File: src/hdl/hks_pkg.sv
// Shared constants for the hashed key set: hash multiplier, key width, codes and parameter defaults.
package hks_pkg;

    localparam int          KEY_W       = 32;
    localparam logic [31:0] HASH_MULT   = 32'h9E37_79B1;
    localparam int          BUCKETS_DEF = 64;
    localparam int          WAYS_DEF    = 4;

    // Command codes carried in the low bits of the input item.
    typedef enum logic [1:0] {
        CMD_ADD    = 2'd0,
        CMD_QUERY  = 2'd1,
        CMD_REMOVE = 2'd2,
        CMD_SPARE  = 2'd3
    } cmd_t;

    typedef enum logic {
        KIND_INT   = 1'b0,
        KIND_FLOAT = 1'b1
    } key_kind_t;

    typedef enum logic {
        STAT_DONE    = 1'b0,
        STAT_DROPPED = 1'b1
    } status_t;

endpackage

File: src/hdl/hks_bucket_calc.sv
// Bucket index unit: one shared 32x32 multiplier sequenced for hash, reciprocal and remainder.
module hks_bucket_calc
    import hks_pkg::*;
#(
    parameter int BUCKETS = BUCKETS_DEF,
    parameter int BW      = (BUCKETS > 1) ? $clog2(BUCKETS) : 1
) (
    input  logic             aclk,
    input  logic             aresetn,
    input  logic             start,
    input  logic [KEY_W-1:0] key,
    output logic             done,
    output logic [BW-1:0]    bucket
);

    // Reciprocal of the bucket count scaled by 2^32; the quotient estimate is low by at most one.
    localparam logic [63:0] RECIP_WIDE = 64'h1_0000_0000 / 64'(BUCKETS);
    localparam logic [31:0] RECIP      = RECIP_WIDE[31:0];
    localparam logic [31:0] NB         = 32'(BUCKETS);

    typedef enum logic [2:0] {
        C_IDLE,
        C_HASH,
        C_QUOT,
        C_PROD,
        C_REDUCE
    } calc_state_t;

    calc_state_t state_reg;
    logic [31:0] opa_reg;
    logic [31:0] opb_reg;
    logic [31:0] hash_reg;
    logic [BW-1:0] bucket_reg;
    logic        done_reg;

    logic [63:0] prod;
    logic [31:0] diff;
    logic [31:0] rem;

    assign prod = 64'(opa_reg) * 64'(opb_reg);

    // The remainder estimate is below twice the bucket count, so one correction suffices.
    always_comb begin
        diff = hash_reg - opa_reg;
        rem  = (diff >= NB) ? (diff - NB) : diff;
    end

    always_ff @(posedge aclk) begin
        if (!aresetn) begin
            state_reg <= C_IDLE;
            done_reg  <= 1'b0;
        end else begin
            done_reg <= (state_reg == C_REDUCE);
            unique case (state_reg)
                C_IDLE: begin
                    if (start) begin
                        opa_reg   <= key;
                        opb_reg   <= HASH_MULT;
                        state_reg <= C_HASH;
                    end
                end
                C_HASH: begin
                    hash_reg  <= prod[31:0];
                    opa_reg   <= prod[31:0];
                    opb_reg   <= RECIP;
                    state_reg <= C_QUOT;
                end
                C_QUOT: begin
                    opa_reg   <= prod[63:32];
                    opb_reg   <= NB;
                    state_reg <= C_PROD;
                end
                C_PROD: begin
                    opa_reg   <= prod[31:0];
                    state_reg <= C_REDUCE;
                end
                C_REDUCE: begin
                    bucket_reg <= rem[BW-1:0];
                    state_reg  <= C_IDLE;
                end
                default: begin
                    state_reg <= C_IDLE;
                end
            endcase
        end
    end

    assign done   = done_reg;
    assign bucket = bucket_reg;

endmodule

File: config.mk
export PLATFORM = sky130hd
export DESIGN_NAME = hks_bucket_calc
export DESIGN_NICKNAME = d
export VERILOG_FILES = /design/src/hdl/hks_pkg.sv /design/src/hdl/hks_bucket_calc.sv
export SDC_FILE = /design/constraint.sdc
export NUM_CORES = 2
export LEC_CHECK = 0
export BUFFER_PORTS_ARGS = -buffer_cell sky130_fd_sc_hd__buf_4
export CAP_MARGIN = 20
export CORE_MARGIN = 1.5
export CORE_UTILIZATION = 55
export DETAILED_ROUTE_END_ITERATION = 10
export PLACE_DENSITY = 0.8
export SYNTH_ARGS = -nofsm -noshare
export SYNTH_HDL_FRONTEND = slang
export SYNTH_SLANG_ARGS = --single-unit
File: constraint.sdc
create_clock -name aclk -period 11.4 [get_ports aclk]
set_input_delay 2.28 -clock aclk [delete_from_list [all_inputs] [get_ports aclk]]
set_output_delay 2.28 -clock aclk [all_outputs]
set_load 0.03 [all_outputs]
==> summary.txt <==
status -> completed
largest net degree at the start of global routing -> 58
I/O pins -> 42
Synth cell types -> 75
Slew Viols, Final -> 0
routability cong. -> 1.015
number of global-route vias before repair -> 19336
reg2reg setup slack -> 2.33 ns
Post-synth EDFFs -> 47
post-DP HPWL -> 60600 um
drt drc -> 0
arrival time at the worst endpoint -> 9.13 ns
CORE AREA -> 0.04223 mm^2
crit-path max cell delay -> 0.73 ns
Fin. Hold Viols -> 0
max_cap viols -> 0
most frequent cells in the layout -> inv_1, fa_1, ha_1, nand2_1, and2_1
hold crit path type -> flop to flop
setup ws final -> 2.331 ns
crit end category -> flop
initial antenna violation count -> 1
Most used DFF post-synth -> edfxtp_1
cell repeated most along the worst path -> fa_1
GRT Total Usage -> 33.26%
ANT nets after route -> 0
Layout Nets -> 3344
CP startpoint kind -> flop
hold path depth -> 1
ant diodes -> 0
#FFs+latches synth -> 51
share of layout cells above drive strength 1 -> 3.453%
Die Width -> 210.6 um
Starting Density -> 56.15%
Setup Skew -> 0.008477 ns
clock root buffer -> clkbuf_16
vias -> 17531
ratio of final minimum period to clock period -> 79.55%
FF/Latch Area -> 0.001491 mm^2
total gr overflow -> 0
pre-CTS WS -> 2.449 ns
Hold Path Sink -> state_reg[0]
Net Count, Synth -> 3352
Total Wirelength -> 70340 um
Via density -> 5.899
ys async rst share -> 0%
First-pass DRT Iterations -> 5
synthesized instance count -> 2440
R2R cell count -> 28
commonest non-fill, non-tap cell in the layout -> inv_1
CTS buffer count -> 5
Slew HR -> 27.07%
area of the multi-input gates -> 0.01951 mm^2
Post-Syn Area -> 0.02371 mm^2
# setup viols final -> 0
Crit Path Category -> flop to flop
RSZ-0062 raised after global routing -> no
clock buffer depth -> 2
Critical Path RT -> 11.46 ns
iteration-0 DRC count of the detailed router -> 1613
final setup TNS -> 0 ns
first-pass GRT wire length -> 110500 um
crit-path max FO -> 57
Syn-to-layout area delta -> 4.021%
Setup Buffers After CTS -> 0
synth warn -> 0
PortBufs -> 41
# fillers -> 3600
slowest CP cell -> and2_1
Clock Sinks -> 51
register area share after synthesis -> 6.290%
worst hold start -> state_reg[0]
H-Tree Depth -> 2
Die H -> 210.6 um
# resized after CTS -> 0
Mapped Avg Cell Area -> 9.718 um^2
Tmin final -> 9.069 ns
CTS clk-pin slew, worst paths -> 0.07 ns
Slew @ Worst Pin -> 1.091 ns
crit path from -> opb_reg[28]
reg2reg start -> opb_reg[28]
drt wl/cell -> 23.67 um
f_max -> 110.3 MHz
Hold Buf Count CTS -> 0
Reg-to-Reg End -> opa_reg[24]
Die ar. -> 0.04437 mm^2
CTS tree -> built
std cell rows -> 75
Worst-Skew Late Latency -> 0.31 ns
max FFs per register -> 32
kinds of logic (layout without fill, tap and decap cells):
group                    Yosys count  after routing  synth area share, %
adder cells (fa/ha/maj)          877            877                61.66
multiplexers                       2              2              0.08970
buffers and inverters            721            714                11.46
AND/OR/NAND/NOR                  402            402                8.575
AO/OA/AOI/OAI                    270            270                7.599
flip-flops                        51             51                6.290
XOR/XNOR                         117            117                4.322
layer usage:
layer	global-route usage [%]	vias up	wire, um
met5	0	-	0
met4	16.43	0	4138
met3	6.155	226	6957
met2	53.10	1001	32290
met1	43.82	8779	26950
li1	-	7525	-
through the flow:
| stage | std cells | cell area [um^2] | util (%) | hold slack [ns] |
|---|---|---|---|---|
| after floorplan | 2440 | 23710 | - | 0.5080 |
| after global placement | 2964 | 24530 | 58.09 | 0.5252 |
| after detailed placement | 2964 | 24530 | 58.09 | 0.5335 |
| after CTS | 2972 | 24660 | 58.41 | 0.5514 |
| after global routing | 2972 | 24660 | 58.41 | 0.5650 |
| final | 2972 | 24660 | 58.41 | 0.5454 |
cell usage after synthesis, types with 3 or more instances:
cell type | number | area (um^2)
inv_1 | 650 | 2440
fa_1 | 486 | 9729
ha_1 | 391 | 4892
nand2_1 | 147 | 551.8
and2_1 | 95 | 594.3
a21oi_1 | 70 | 350.3
xor2_1 | 69 | 604.3
clkbuf_1 | 55 | 206.5
o21ai_0 | 51 | 255.2
nor2_1 | 49 | 183.9
xnor2_1 | 48 | 420.4
edfxtp_1 | 47 | 1411
a21o_1 | 39 | 292.8
nand2b_1 | 20 | 125.1
nand4_1 | 19 | 118.9
a22oi_1 | 17 | 127.6
and3_1 | 17 | 106.4
o21bai_1 | 16 | 120.1
nand3_1 | 14 | 70.07
nor2b_1 | 11 | 68.82
o21ai_1 | 11 | 55.05
nor3_1 | 9 | 45.04
o221ai_1 | 9 | 78.83
buf_1 | 8 | 30.03
buf_2 | 6 | 30.03
a31oi_1 | 5 | 31.28
o21a_1 | 5 | 37.54
a221o_1 | 4 | 40.04
dfxtp_1 | 4 | 80.08
o211ai_1 | 4 | 30.03
a221oi_1 | 3 | 26.28
a222oi_1 | 3 | 30.03
or2_2 | 3 | 18.77
critical path: cells and delay by family, from the launching register on:
family	cells	cell delay, ns
flip-flops	1	0.33
AO/OA/AOI/OAI	7	1.75
XOR/XNOR	1	0.15
adder cells (fa/ha/maj)	9	3.85
buffers and inverters	8	1.53
AND/OR/NAND/NOR	3	1.12
cell type report:
| type | count | share of cell area (%) |
|---|---|---|
| multi-input cells | 1668 | 79.08 |
| well taps | 539 | 2.734 |
| clock buffers | 6 | 0.5225 |
| flip-flops and latches | 51 | 6.047 |
| clock inverters | 2 | 0.03044 |
| inverters | 651 | 9.907 |
| repair buffers | 55 | 1.674 |
worst max path at each step:
stage                   to  cells past startpoint
4_1_cts        opa_reg[24]                     28
3_3_place_gp   opa_reg[24]                     28
2_1_floorplan  opa_reg[26]                     31
5_1_grt        opa_reg[24]                     28
3_5_place_dp   opa_reg[24]                     28
6_report       opa_reg[24]                     28
Power is not shown: default switching activity piles up to over one toggle a cycle in this logic, so the estimate is an artifact.
